### src/design/tcw_pkg.sv
`timescale 1ns / 1ps
`default_nettype none

package tcw_pkg;

  // Request codes
  localparam logic [1:0] REQ_PUT   = 2'd0;
  localparam logic [1:0] REQ_CLEAR = 2'd1;
  localparam logic [1:0] REQ_WRITE = 2'd2;
  localparam logic [1:0] REQ_READ  = 2'd3;

  // Character codes
  localparam logic [7:0] CH_CR    = 8'd13;
  localparam logic [7:0] CH_LF    = 8'd10;
  localparam logic [7:0] CH_SPACE = 8'd32;

  // Attribute after reset
  localparam logic [7:0] RESET_COLOR = 8'd7;

  typedef struct packed {
    logic [1:0] req_type;
    logic [7:0] char_code;
    logic [7:0] entry_color;
    logic [6:0] pos_x;
    logic [4:0] pos_y;
  } in_req_t;

  typedef struct packed {
    logic [15:0] cell_data;
    logic [4:0]  cursor_row;
    logic [6:0]  cursor_col;
  } out_res_t;

endpackage

`default_nettype wire

### src/design/tcw_seq.sv
`timescale 1ns / 1ps
`default_nettype none

module tcw_seq #(
  parameter int COLS = 80,
  parameter int ROWS = 25,
  parameter int AW   = 11
) (
  input  wire logic             clk,
  input  wire logic             rst_n,
  input  wire logic             start,
  input  wire tcw_pkg::in_req_t in_req,
  input  wire logic [7:0]       text_color,
  output logic                  busy,
  output logic                  out_strobe,
  output tcw_pkg::out_res_t     out_res,
  output logic                  ram_we,
  output logic [AW-1:0]         ram_waddr,
  output logic [15:0]           ram_wdata,
  output logic                  ram_re,
  output logic [AW-1:0]         ram_raddr,
  input  wire logic [15:0]      ram_rdata
);

  localparam int CELLS = COLS * ROWS;
  localparam int ROW_W = $clog2(ROWS);
  localparam int COL_W = $clog2(COLS);

  localparam logic [ROW_W-1:0] ROW_LAST  = ROW_W'(ROWS - 1);
  localparam logic [COL_W-1:0] COL_LAST  = COL_W'(COLS - 1);
  localparam logic [AW-1:0]    COLS_A    = AW'(COLS);
  localparam logic [AW-1:0]    LAST_COPY = AW'(CELLS - COLS - 1);
  localparam logic [AW-1:0]    LAST_CELL = AW'(CELLS - 1);
  localparam logic [7:0]       COLS_CMP  = 8'(COLS);
  localparam logic [6:0]       ROWS_CMP  = 7'(ROWS);
  localparam logic [ROW_W:0]   ROWS_CHK  = (ROW_W + 1)'(ROWS);
  localparam logic [COL_W:0]   COLS_CHK  = (COL_W + 1)'(COLS);

  typedef enum logic [6:0] {
    S_IDLE = 7'b0000001,
    S_ADDR = 7'b0000010,
    S_ACC  = 7'b0000100,
    S_RDAT = 7'b0001000,
    S_SCRD = 7'b0010000,
    S_SCWR = 7'b0100000,
    S_FILL = 7'b1000000
  } state_t;

  state_t             state_r, state_nxt;
  logic [ROW_W-1:0]   row_r, row_nxt;
  logic [COL_W-1:0]   col_r, col_nxt;
  logic [ROW_W-1:0]   y_r, y_nxt;
  logic [COL_W-1:0]   x_r, x_nxt;
  logic [AW-1:0]      addr_r, addr_nxt;
  logic [AW-1:0]      sw_r, sw_nxt;
  logic               init_r, init_nxt;
  tcw_pkg::in_req_t   req_r, req_nxt;
  logic               out_valid_r, out_valid_nxt;
  tcw_pkg::out_res_t  out_res_r, out_res_nxt;

  logic               fin;
  logic [15:0]        fin_data;
  logic               in_range;
  logic [15:0]        blank;

  assign in_range = ({1'b0, in_req.pos_x} < COLS_CMP) && ({2'b00, in_req.pos_y} < ROWS_CMP);
  assign blank    = init_r ? {tcw_pkg::RESET_COLOR, tcw_pkg::CH_SPACE}
                           : {text_color, tcw_pkg::CH_SPACE};

  // Sequencer: address build, cell access and sweeps over the cell store
  always_comb begin
    state_nxt = state_r;
    row_nxt   = row_r;
    col_nxt   = col_r;
    y_nxt     = y_r;
    x_nxt     = x_r;
    addr_nxt  = addr_r;
    sw_nxt    = sw_r;
    init_nxt  = init_r;
    req_nxt   = req_r;
    fin       = 1'b0;
    fin_data  = 16'd0;
    ram_we    = 1'b0;
    ram_waddr = addr_r;
    ram_wdata = blank;
    ram_re    = 1'b0;
    ram_raddr = addr_r;

    unique case (state_r)
      S_IDLE: begin
        if (start) begin
          req_nxt = in_req;
          unique case (in_req.req_type) inside
            tcw_pkg::REQ_PUT: begin
              if (in_req.char_code == tcw_pkg::CH_CR) begin
                fin = 1'b1;
              end else if (in_req.char_code == tcw_pkg::CH_LF) begin
                col_nxt = '0;
                if (row_r == ROW_LAST) begin
                  sw_nxt    = '0;
                  state_nxt = S_SCRD;
                end else begin
                  row_nxt = row_r + 1'b1;
                  fin     = 1'b1;
                end
              end else begin
                y_nxt     = row_r;
                x_nxt     = col_r;
                state_nxt = S_ADDR;
              end
            end
            tcw_pkg::REQ_CLEAR: begin
              sw_nxt    = '0;
              state_nxt = S_FILL;
            end
            tcw_pkg::REQ_WRITE, tcw_pkg::REQ_READ: begin
              if (in_range) begin
                y_nxt     = ROW_W'(in_req.pos_y);
                x_nxt     = COL_W'(in_req.pos_x);
                state_nxt = S_ADDR;
              end else begin
                fin = 1'b1;
              end
            end
            default: begin
              fin = 1'b1;
            end
          endcase
        end
      end

      // Form the linear cell index
      S_ADDR: begin
        addr_nxt  = AW'(y_r) * COLS_A + AW'(x_r);
        state_nxt = S_ACC;
      end

      // Write the cell, or issue the read
      S_ACC: begin
        if (req_r.req_type == tcw_pkg::REQ_READ) begin
          ram_re    = 1'b1;
          state_nxt = S_RDAT;
        end else begin
          ram_we    = 1'b1;
          if (req_r.req_type == tcw_pkg::REQ_PUT) begin
            ram_wdata = {text_color, req_r.char_code};
            if (col_r == COL_LAST) begin
              col_nxt = '0;
              row_nxt = (row_r == ROW_LAST) ? '0 : row_r + 1'b1;
            end else begin
              col_nxt = col_r + 1'b1;
            end
          end else begin
            ram_wdata = {req_r.entry_color, req_r.char_code};
          end
          fin       = 1'b1;
          state_nxt = S_IDLE;
        end
      end

      S_RDAT: begin
        fin       = 1'b1;
        fin_data  = ram_rdata;
        state_nxt = S_IDLE;
      end

      // Scroll: fetch the cell one row below
      S_SCRD: begin
        ram_re    = 1'b1;
        ram_raddr = sw_r + COLS_A;
        state_nxt = S_SCWR;
      end

      // Scroll: store it one row up
      S_SCWR: begin
        ram_we    = 1'b1;
        ram_waddr = sw_r;
        ram_wdata = ram_rdata;
        sw_nxt    = sw_r + 1'b1;
        state_nxt = (sw_r == LAST_COPY) ? S_FILL : S_SCRD;
      end

      // Blank cells up to the end of the store
      S_FILL: begin
        ram_we    = 1'b1;
        ram_waddr = sw_r;
        if (sw_r == LAST_CELL) begin
          state_nxt = S_IDLE;
          init_nxt  = 1'b0;
          fin       = !init_r;
        end else begin
          sw_nxt = sw_r + 1'b1;
        end
      end

      default: begin
        state_nxt = S_IDLE;
      end
    endcase

    out_valid_nxt = fin;
    out_res_nxt   = {fin_data, 5'(row_nxt), 7'(col_nxt)};
  end

  // Control state; the store is swept blank after reset
  always_ff @(posedge clk) begin
    if (!rst_n) begin
      state_r     <= S_FILL;
      row_r       <= '0;
      col_r       <= '0;
      sw_r        <= '0;
      init_r      <= 1'b1;
      out_valid_r <= 1'b0;
    end else begin
      state_r     <= state_nxt;
      row_r       <= row_nxt;
      col_r       <= col_nxt;
      sw_r        <= sw_nxt;
      init_r      <= init_nxt;
      out_valid_r <= out_valid_nxt;
    end
  end

  // Payload
  always_ff @(posedge clk) begin
    y_r       <= y_nxt;
    x_r       <= x_nxt;
    addr_r    <= addr_nxt;
    req_r     <= req_nxt;
    out_res_r <= out_res_nxt;
  end

  assign busy       = (state_r != S_IDLE);
  assign out_strobe = out_valid_r;
  assign out_res    = out_res_r;

`ifndef SYNTHESIS
  a_strobe_after_work: assert property (@(posedge clk) disable iff (!rst_n)
    out_valid_r |-> $past(state_r != S_IDLE) || $past(start))
    else $error("result strobe without a request at work");

  a_row_range: assert property (@(posedge clk) disable iff (!rst_n)
    {1'b0, row_r} < ROWS_CHK)
    else $error("cursor row out of range");

  a_col_range: assert property (@(posedge clk) disable iff (!rst_n)
    {1'b0, col_r} < COLS_CHK)
    else $error("cursor column out of range");

  a_cr_quick: assert property (@(posedge clk) disable iff (!rst_n)
    (state_r == S_IDLE && start && in_req.req_type == tcw_pkg::REQ_PUT
     && in_req.char_code == tcw_pkg::CH_CR) |=> out_valid_r)
    else $error("carriage return gave no result");

  a_no_result_in_init: assert property (@(posedge clk) disable iff (!rst_n)
    init_r |-> !out_valid_r)
    else $error("result during the reset clearing pass");
`endif

endmodule

`default_nettype wire

### config.mk
export PLATFORM = sky130hd
export DESIGN_NAME = tcw_seq
export DESIGN_NICKNAME = d
export VERILOG_FILES = /design/src/design/tcw_pkg.sv /design/src/design/tcw_seq.sv
export SDC_FILE = /design/constraint.sdc
export NUM_CORES = 1
export LEC_CHECK = 0
export BUFFER_PORTS_ARGS = -buffer_cell sky130_fd_sc_hd__buf_4
export CAP_MARGIN = 20
export CORE_ASPECT_RATIO = 1.5
export CORE_MARGIN = 8
export CORE_UTILIZATION = 53
export CTS_CLUSTER_DIAMETER = 80
export DETAILED_ROUTE_END_ITERATION = 7
export PLACE_DENSITY_LB_ADDON = 0.12
export SETUP_SLACK_MARGIN = 0.1
export SYNTH_ARGS = -nofsm -noshare
export SYNTH_HDL_FRONTEND = slang
export SYNTH_SLANG_ARGS = --single-unit
### constraint.sdc
create_clock -name clk -period 3.3 [get_ports clk]
set_input_delay 0.33 -clock clk [delete_from_list [all_inputs] [get_ports clk]]
set_output_delay 0.33 -clock clk [all_outputs]
set_load 0.005 [all_outputs]
==> results of run 1 <==
-- registers in the layout, summed over array words and instances, names as in the netlist --
register	cells
req_r	18
x_r	7
out_res	28
col_r	7
y_r	5
out_strobe	1
sw_r	11
state_r	7
init_r	1
row_r	5
addr_r	11
-- area by class of cell --
cell class | instances | area share [%]
Clock buffer | 9 | 3.51
Clock inverter | 7 | 1.13
Timing Repair Buffer | 139 | 16.3
Multi-Input combinational cell | 351 | 37.5
Tap cell | 112 | 2.18
Inverter | 25 | 1.46
Sequential cell | 101 | 37.9
-- worst max-delay path by stage --
stage,to,from,cells past startpoint
6_report,ram_wdata[9],state_r[6],6
5_1_grt,ram_wdata[8],state_r[6],6
4_1_cts,ram_wdata[9],state_r[6],6
3_5_place_dp,row_r[3],state_r[1],5
3_3_place_gp,row_r[3],state_r[1],5
2_1_floorplan,x_r[0],state_r[1],4
-- critical path: cells and delay by family, from the launching register on --
| family | cells | cell delay [ps] |
|---|---|---|
| simple gates | 3 | 1200 |
| flops | 1 | 410 |
| compound gates | 2 | 540 |
| buf+inv | 1 | 150 |
-- where the power goes --
group	switching [mW]	total, mW	internal [mW]
clock	0.465	1.06	0.591
sequential	0.0246	1.33	1.31
combinational	0.119	0.260	0.141
-- cells by family (layout without fill, tap and decap cells) --
family	count (synthesis)	in the layout	share of synthesized area, %
AND/OR/NAND/NOR	186	186	20.3
AO/OA/AOI/OAI	111	111	15.2
flip-flops	101	101	48.3
buffers and inverters	53	180	4.20
multiplexers	20	20	4.47
adder cells (fa/ha/maj)	18	18	4.77
XOR/XNOR	16	16	2.78
-- through the flow --
| step | power [mW] | util (%) | instance area (µm²) | instances | hold slack [ps] |
|---|---|---|---|---|---|
| floorplan | 1.48 | - | 5040 | 505 | 400 |
| global placement | 1.62 | 66.1 | 6120 | 728 | 409 |
| detailed placement | 1.62 | 66.1 | 6120 | 728 | 408 |
| CTS | 2.67 | 69.3 | 6410 | 744 | 145 |
| global route | 2.74 | 69.3 | 6410 | 744 | 139 |
| finish | 2.65 | 69.3 | 6410 | 744 | 156 |
-- layer usage --
layer / vias up / share of wire [%] / routed length, µm / global-route usage [%]
met4: 0 / 3.3 / 480 / 10.8
met2: 166 / 54 / 7870 / 41.6
met5: - / 0 / 0 / 0
li1: 2118 / - / - / -
met1: 2069 / 36 / 5190 / 22.0
met3: 40 / 6.2 / 899 / 6.22
-- cells in the final DEF, fill, tap and decap left out, types with 12 or more instances in the layout --
cell        n
or4_1      12
nand3_1    21
mux2_2     20
buf_4     139
o21ai_0    31
a21oi_1    16
inv_1      25
nand2_1    50
edfxtp_1   41
nor2_1     18
and2_1     22
ha_1       16
dfxtp_1    60
==> results_dict.tcl, run 1 <==
set metrics [dict create \
    critPathKind "reg -> out" \
    reg2reg_from "state_r[1]" \
    ys_seq_area_share_pct 48.3 \
    first_pass_iters 6 \
    start_util_pct 54.4 \
    cts.path.max_buffers 2 \
    cp.required_ps 2970 \
    synthTopCellsByArea "edfxtp_1, dfxtp_1, mux2_2, ha_1, nand2_1" \
    syn_nets 580 \
    pwr_density_cell_mw_per_mm2 413 \
    cp-start-kind "register" \
    crit_slowest_cell "nor3b_1" \
    design.core.area_mm2 0.00925 \
    hold_path_end "req_r[18]" \
    cts_buffers 9 \
    cts.sinks 101 \
    detailedPlace.worstSlack_ps 689 \
    synth_top_area_share_pct 24.4 \
    worst_slew_pin_slew_ps 779 \
    drv_cap 0 \
    finalSetupViolations 0 \
    area_growth_syn_to_layout_pct 27.3 \
    grt_max_degree 24 \
    wl_mm 14.4 \
    fin_crit_sh_pct 90.2 \
    ys.flop_type "dfxtp_1" \
    fin_nets 702 \
    hold_depth 1 \
    path_cells "nor3b_1 -> and2_0 -> o21ai_0 -> a222oi_1 -> nand2_1 -> buf_4" \
    num-fill-cells 738 \
    drc 0 \
    drive_gt1_share_pct 28.6 \
    antenna_cells 0 \
    die-area_mm2 0.0129 \
    yosys.cell_count.top_type "dfxtp_1" \
    grt-ovfl-total 0 \
    grt_pass1_vias 4606 \
    irDropWorstVdd_uv 337 \
    cts_tree "built" \
    syn_inst 505 \
    syn_area_mm2 0.00504 \
    rsz0062_at_grt "false" \
    boundaryPins 127 \
    min-delay-path-class "in -> reg" \
    async_flop_share_pct 0 \
    skew_ps 6.74 \
    min_from "in_req[18]" \
    synth_area_leader_cell "edfxtp_1" \
    worstSetupEndpointType "output pin" \
    synth_commonest_cells "dfxtp_1, nand2_1, edfxtp_1, o21ai_0, inv_1" \
    clk_pin_slew_ps 70 \
    finalMaxSlewViolations 0 \
    rows 43 \
    clock_latency_ps 350 \
    die_y_um 135 \
    r2r-end "row_r[3]" \
    crit_fanout 10 \
    crit_arrival_ps 2650 \
    cts_resized 0 \
    antenna_found_initial 0 \
    route.vias.total 4393 \
    avgRoutedWirePerCell_um 19.4 \
    cts_max_level 3 \
    place_hpwl_mm 11.2 \
    cp_slowest_stage_delay_ps 640 \
    die_x_um 95.6 \
    gp_congestion 0.935 \
    grt_pass1_wl_mm 22.6 \
    finalCriticalPeriod_ps 2980 \
    post_cts_buffers 0 \
    fmax_mhz 336 \
    status "complete, no violations" \
    grt.total_usage_pct 22.5 \
    viasPerCell 5.90 \
    synth.avg_cell_area_um2 9.97 \
    port_buffers 126 \
    rrSetupSlack_ps 670 \
    slew_headroom_pct 47.6 \
    yosysWarnings 0 \
    cts.hold.buffers_added 0 \
    reg2reg_depth 5 \
    setup_slack_ps 325 \
    tns_ps 0 \
    seqCellArea_mm2 0.00243 \
    drtAntennaViolNets 0 \
    p_leak_nw 2.68 \
    synth_seq_cells 101 \
    cts_root_buf "clkbuf_16" \
    synth_cell_types 61 \
    finalHoldViolations 0 \
    multi_input_area_mm2 0.00241 \
    drt_iter0_markers 207 \
    synth_edf_count 41 \
]
(Power assumes the default switching activity.)
==> inputs of run 2 (changes only) <==
--- a/config.mk
+++ b/config.mk
@@ -7,6 +7,5 @@
 export LEC_CHECK = 0
 export BUFFER_PORTS_ARGS = -buffer_cell sky130_fd_sc_hd__buf_4
-export CAP_MARGIN = 20
-export CORE_ASPECT_RATIO = 1.5
+export CAP_MARGIN = 10
 export CORE_MARGIN = 8
 export CORE_UTILIZATION = 53
==> constraint.sdc (replaced) <==
create_clock -name clk -period 3.3 [get_ports clk]
set_input_delay 0.66 -clock clk [delete_from_list [all_inputs] [get_ports clk]]
set_output_delay 0.66 -clock clk [all_outputs]
set_load 0.005 [all_outputs]
==> run 2 against run 1 <==
Net effect:
- critical path type unchanged
- worst setup slack got worse by 83 ps
- sequential share of layout area rose by 0.30 points
- critical endpoint is now ram_raddr[4]
- die area fell by 0.50%
==> results_dict.tcl, run 2 (synthesis gave the netlist of run 1 again) <==
set metrics [dict create \
    worst_slew_pin_slew_ps 703 \
    reg2reg_depth 6 \
    stdcell_count 764 \
    wl_mm 13.8 \
    start_util_pct 54.5 \
    cts.hold.buffers_added 0 \
    crit_fanout 20 \
    grt-ovfl-total 0 \
    cp-start-kind "register" \
    place_inst 748 \
    hold_ws_ps 436 \
    clk_pin_slew_ps 100 \
    worstSetupEndpointType "output pin" \
    drv_cap 0 \
    drt_iter0_markers 372 \
    drive_gt1_share_pct 29.6 \
    min-delay-path-class "reg -> reg" \
    rows 35 \
    finalCriticalPeriod_ps 3060 \
    place_hpwl_mm 10.4 \
    viasPerCell 5.75 \
    fmax_mhz 327 \
    rsz0062_at_grt "true" \
    power.total_mw 2.36 \
    die_x_um 113 \
    boundaryPins 127 \
    grt.total_usage_pct 21.0 \
    largest_reg_flops 28 \
    die-area_mm2 0.0129 \
    antenna_found_initial 0 \
    status "complete, no violations" \
    fin_nets 705 \
    tns_ps 0 \
    die_y_um 113 \
    skew_ps 13.6 \
    drc 0 \
    slew_headroom_pct 52.7 \
    cts_tree "built" \
    cts.sinks 101 \
    grt_pass1_vias 4281 \
    final_cell_mix "buf_4, dfxtp_1, nand2_1" \
    design.core.area_mm2 0.00924 \
    cts_root_buf "clkbuf_8" \
    cts.path.max_buffers 2 \
    route.vias.total 4394 \
    pwr_density_cell_mw_per_mm2 371 \
    finalHoldViolations 0 \
    finalMaxSlewViolations 0 \
    cts_buffers 9 \
    irDropWorstVdd_uv 238 \
    crit_arrival_ps 2400 \
    avgRoutedWirePerCell_um 18.0 \
    grt_max_degree 24 \
    antenna_cells 0 \
    hold_depth 0 \
    first_pass_iters 5 \
    fin_crit_sh_pct 92.7 \
    port_buffers 126 \
    cts_max_level 3 \
    mostFrequentLayoutCell "buf_4" \
    critPathKind "reg -> out" \
    clock_latency_ps 370 \
    area_growth_syn_to_layout_pct 26.3 \
    finalSetupViolations 0 \
    gp_congestion 0.860 \
    drtAntennaViolNets 0 \
    cp.required_ps 2640 \
    grt_pass1_wl_mm 21.8 \
    p_leak_nw 2.65 \
]
[run 2: cell count changes in the layout (fill, tap and decap cells not counted), sizes merged]
cell	delta
buf	+3
bufinv	-1
clkbuf	+1
clkinv	-3
clkinvlp	+1
inv	+2
[run 2: stage by stage]
stage          area, µm²  setup WS (ps)  util [%]
3_5_place_dp        6160            340      66.7
3_3_place_gp        6160            393      66.7
5_1_grt             6360            100      68.9
2_1_floorplan       5040            333         -
6_report            6360            242      68.9
4_1_cts             6350            172      68.7
[run 2: routing by layer]
layer / vias up / wire length [µm] / track usage [%]
met5: - / 0 / 0
met2: 174 / 7040 / 35.8
met1: 2083 / 5690 / 26.0
li1: 2120 / - / -
met3: 17 / 845 / 5.07
met4: 0 / 190 / 5.15
[run 2: power by group]
group | internal (mW) | total, mW | switching, mW
Combinational | 0.142 | 0.264 | 0.122
Clock | 0.297 | 0.763 | 0.466
Sequential | 1.31 | 1.33 | 0.0243
Total | 1.75 | 2.36 | 0.612
[run 2: final timing paths]
kind	start	slack, ps	end
max	state_r[6]	240	ram_raddr[4]
min	x_r[3]	440	addr_r[3]
max reg2reg	state_r[1]	640	sw_r[4]
min reg2reg	x_r[3]	440	addr_r[3]
[run 2: what timing repair did]
| action | CTS | global route |
|---|---|---|
| buffers inserted | 0 | 0 |
| endpoints found under the setup margin | 0 | 16 |
| gates resized for setup | 0 | 3 |
[run 2: area by class of cell]
class	instances	area, µm²
clock buffers	10	128
fillers	727	2880
repair buffers	142	1070
flip-flops and latches	101	2430
multi-input cells	351	2420
well taps	129	161
clock inverters	6	63.8
inverters	25	93.8
[run 2: worst max-delay path: stages (launching register included)]
cell and delay [ps]:
dfxtp_1 430, nor2_1 170, nand2_1 110, or4b_2 860, o21ai_0 300, buf_4 150
==> inputs of run 3 (changes only) <==
Settings changed: CORE_UTILIZATION 53 to 55, CTS_BUF_LIST set to sky130_fd_sc_hd__clkbuf_2 sky130_fd_sc_hd__clkbuf_4 sky130_fd_sc_hd__clkbuf_8, PLACE_DENSITY set to 0.94, PLACE_DENSITY_LB_ADDON 0.12 to not set.
==> run 3 against run 2 <==
Net effect:
- worst hold slack lost 9.6 ps
- die area shrank 3.1%
- critical path type unchanged
- wire length grew 0.57%
- flip-flop and latch count is the same
==> results_dict.tcl, run 3 (synthesis gave the netlist of run 1 again) <==
set metrics [dict create \
    cts.hold.buffers_added 0 \
    post_cts_buffers 0 \
    largest_reg_flops 28 \
    power.total_mw 2.35 \
    cts_tree "built" \
    design.core.area_mm2 0.00906 \
    cp.required_ps 2640 \
    routed.top_layer "met4" \
    r2r-end "sw_r[8]" \
    clock_latency_ps 380 \
    place_inst 727 \
    cp-start-kind "register" \
    start_util_pct 55.6 \
    drt_iter0_markers 429 \
    internal-power_mw 1.75 \
    status "complete, no violations" \
    cts_root_buf "clkbuf_8" \
    cp_slowest_stage_delay_ps 720 \
    gp_congestion 0.902 \
    seqPwrFrac_pct 56.8 \
    hold_path_end "addr_r[1]" \
    fin_crit_sh_pct 95.2 \
    min_from "x_r[1]" \
    wl_mm 13.8 \
    final_cell_mix "buf_4, dfxtp_1, nand2_1" \
    crit_slowest_cell "or4_1" \
    cts_resized 1 \
    path_buf_inv 2 \
    pwr_density_cell_mw_per_mm2 372 \
    avgRoutedWirePerCell_um 18.6 \
    detailedPlace.worstSlack_ps 398 \
    rrSetupSlack_ps 500 \
    hold_depth 0 \
    boundaryPins 127 \
    cts.path.max_buffers 2 \
    fmax_mhz 318 \
    antenna_found_initial 0 \
    worstSetupEndpointType "output pin" \
    min-delay-path-class "reg -> reg" \
    combPwrFrac_pct 11.2 \
    power_switching_uw 600 \
    finalSetupViolations 0 \
    path_cells "or4_1 -> nor3_1 -> buf_4 -> mux2_2 -> buf_4" \
    viasPerCell 6.03 \
    mostFrequentLayoutCell "buf_4" \
    rsz0062_at_grt "false" \
    route.vias.total 4478 \
    drv_cap 0 \
    tns_ps 0 \
    crit_fanout 13 \
    die_y_um 112 \
    finalCriticalPeriod_ps 3140 \
    die-area_mm2 0.0125 \
    slew_headroom_pct 44.5 \
    final_util_pct 69.6 \
    place_area_mm2 0.00611 \
    drive_gt1_share_pct 29.3 \
    cts_max_level 3 \
    reg2reg_from "state_r[1]" \
    area_growth_syn_to_layout_pct 25.3 \
    antenna_cells 0 \
    die_x_um 112 \
    grt_pass1_vias 4525 \
    cts.sinks 101 \
    place_hpwl_mm 10.5 \
    grt_max_degree 24 \
    worst_slew_pin_slew_ps 821 \
    irDropWorstVdd_uv 262 \
    met3WireLength_um 867 \
    swShare_pct 25.6 \
    first_pass_iters 5 \
    post-route-cell-area_mm2 0.00631 \
    hold_ws_ps 427 \
    crit_arrival_ps 2480 \
    p_leak_nw 2.63 \
    grt-ovfl-total 0 \
    p_clk_share_pct 32.1 \
    grt_pass1_wl_mm 22.0 \
    rows 35 \
    port_buffers 126 \
    num-fill-cells 639 \
    drtAntennaViolNets 0 \
    fin_nets 702 \
    clk_pin_slew_ps 100 \
    finalHoldViolations 0 \
    drc 0 \
    reg2reg_depth 6 \
    skew_ps 19.2 \
    wl_met1_mm 5.43 \
    crit_family "simple AND/OR/NAND/NOR gates" \
    cts_buffers 9 \
    setup_slack_ps 158 \
    grt.total_usage_pct 21.7 \
    dr_wl_met2_mm 7.21 \
    cp_common_cell "buf_4" \
    critPathKind "reg -> out" \
    finalMaxSlewViolations 0 \
    stdcell_count 743 \
]
## run 3: final cells by class
| class | count | area, µm² | area share (%) |
|---|---|---|---|
| flip-flops and latches | 101 | 2430 | 38.5 |
| multi-input cells | 351 | 2420 | 38.3 |
| inverters | 25 | 93.8 | 1.49 |
| clock buffers | 10 | 131 | 2.08 |
| clock inverters | 6 | 55.1 | 0.872 |
| well taps | 111 | 139 | 2.20 |
| repair buffers | 139 | 1040 | 16.5 |
## run 3: power groups by stage
stage / registers (mW) / logic (mW) / clock network [mW]
3_5_place_dp: 1.36 / 0.259 / 0
4_1_cts: 1.33 / 0.260 / 0.758
3_3_place_gp: 1.36 / 0.251 / 0
5_1_grt: 1.33 / 0.283 / 0.800
2_1_floorplan: 1.35 / 0.136 / 0
6_report: 1.33 / 0.263 / 0.752
## run 3: worst max-delay path by stage
stage / cells past startpoint / startpoint / to / slack (ps)
finish: 5 / state_r[1] / ram_waddr[0] / 160
global route: 5 / state_r[6] / ram_raddr[10] / 110
CTS: 5 / state_r[1] / ram_waddr[6] / 190
detailed placement: 6 / in_req[24] / row_r[4] / 400
global placement: 6 / in_req[24] / row_r[4] / 440
floorplan: 4 / in_req[29] / x_r[0] / 330
## run 3: layer usage
metal	track usage, %	up-vias
li1	-	2106
met1	24.2	2149
met2	38.6	190
met3	5.36	33
met4	8.75	0
met5	0	-
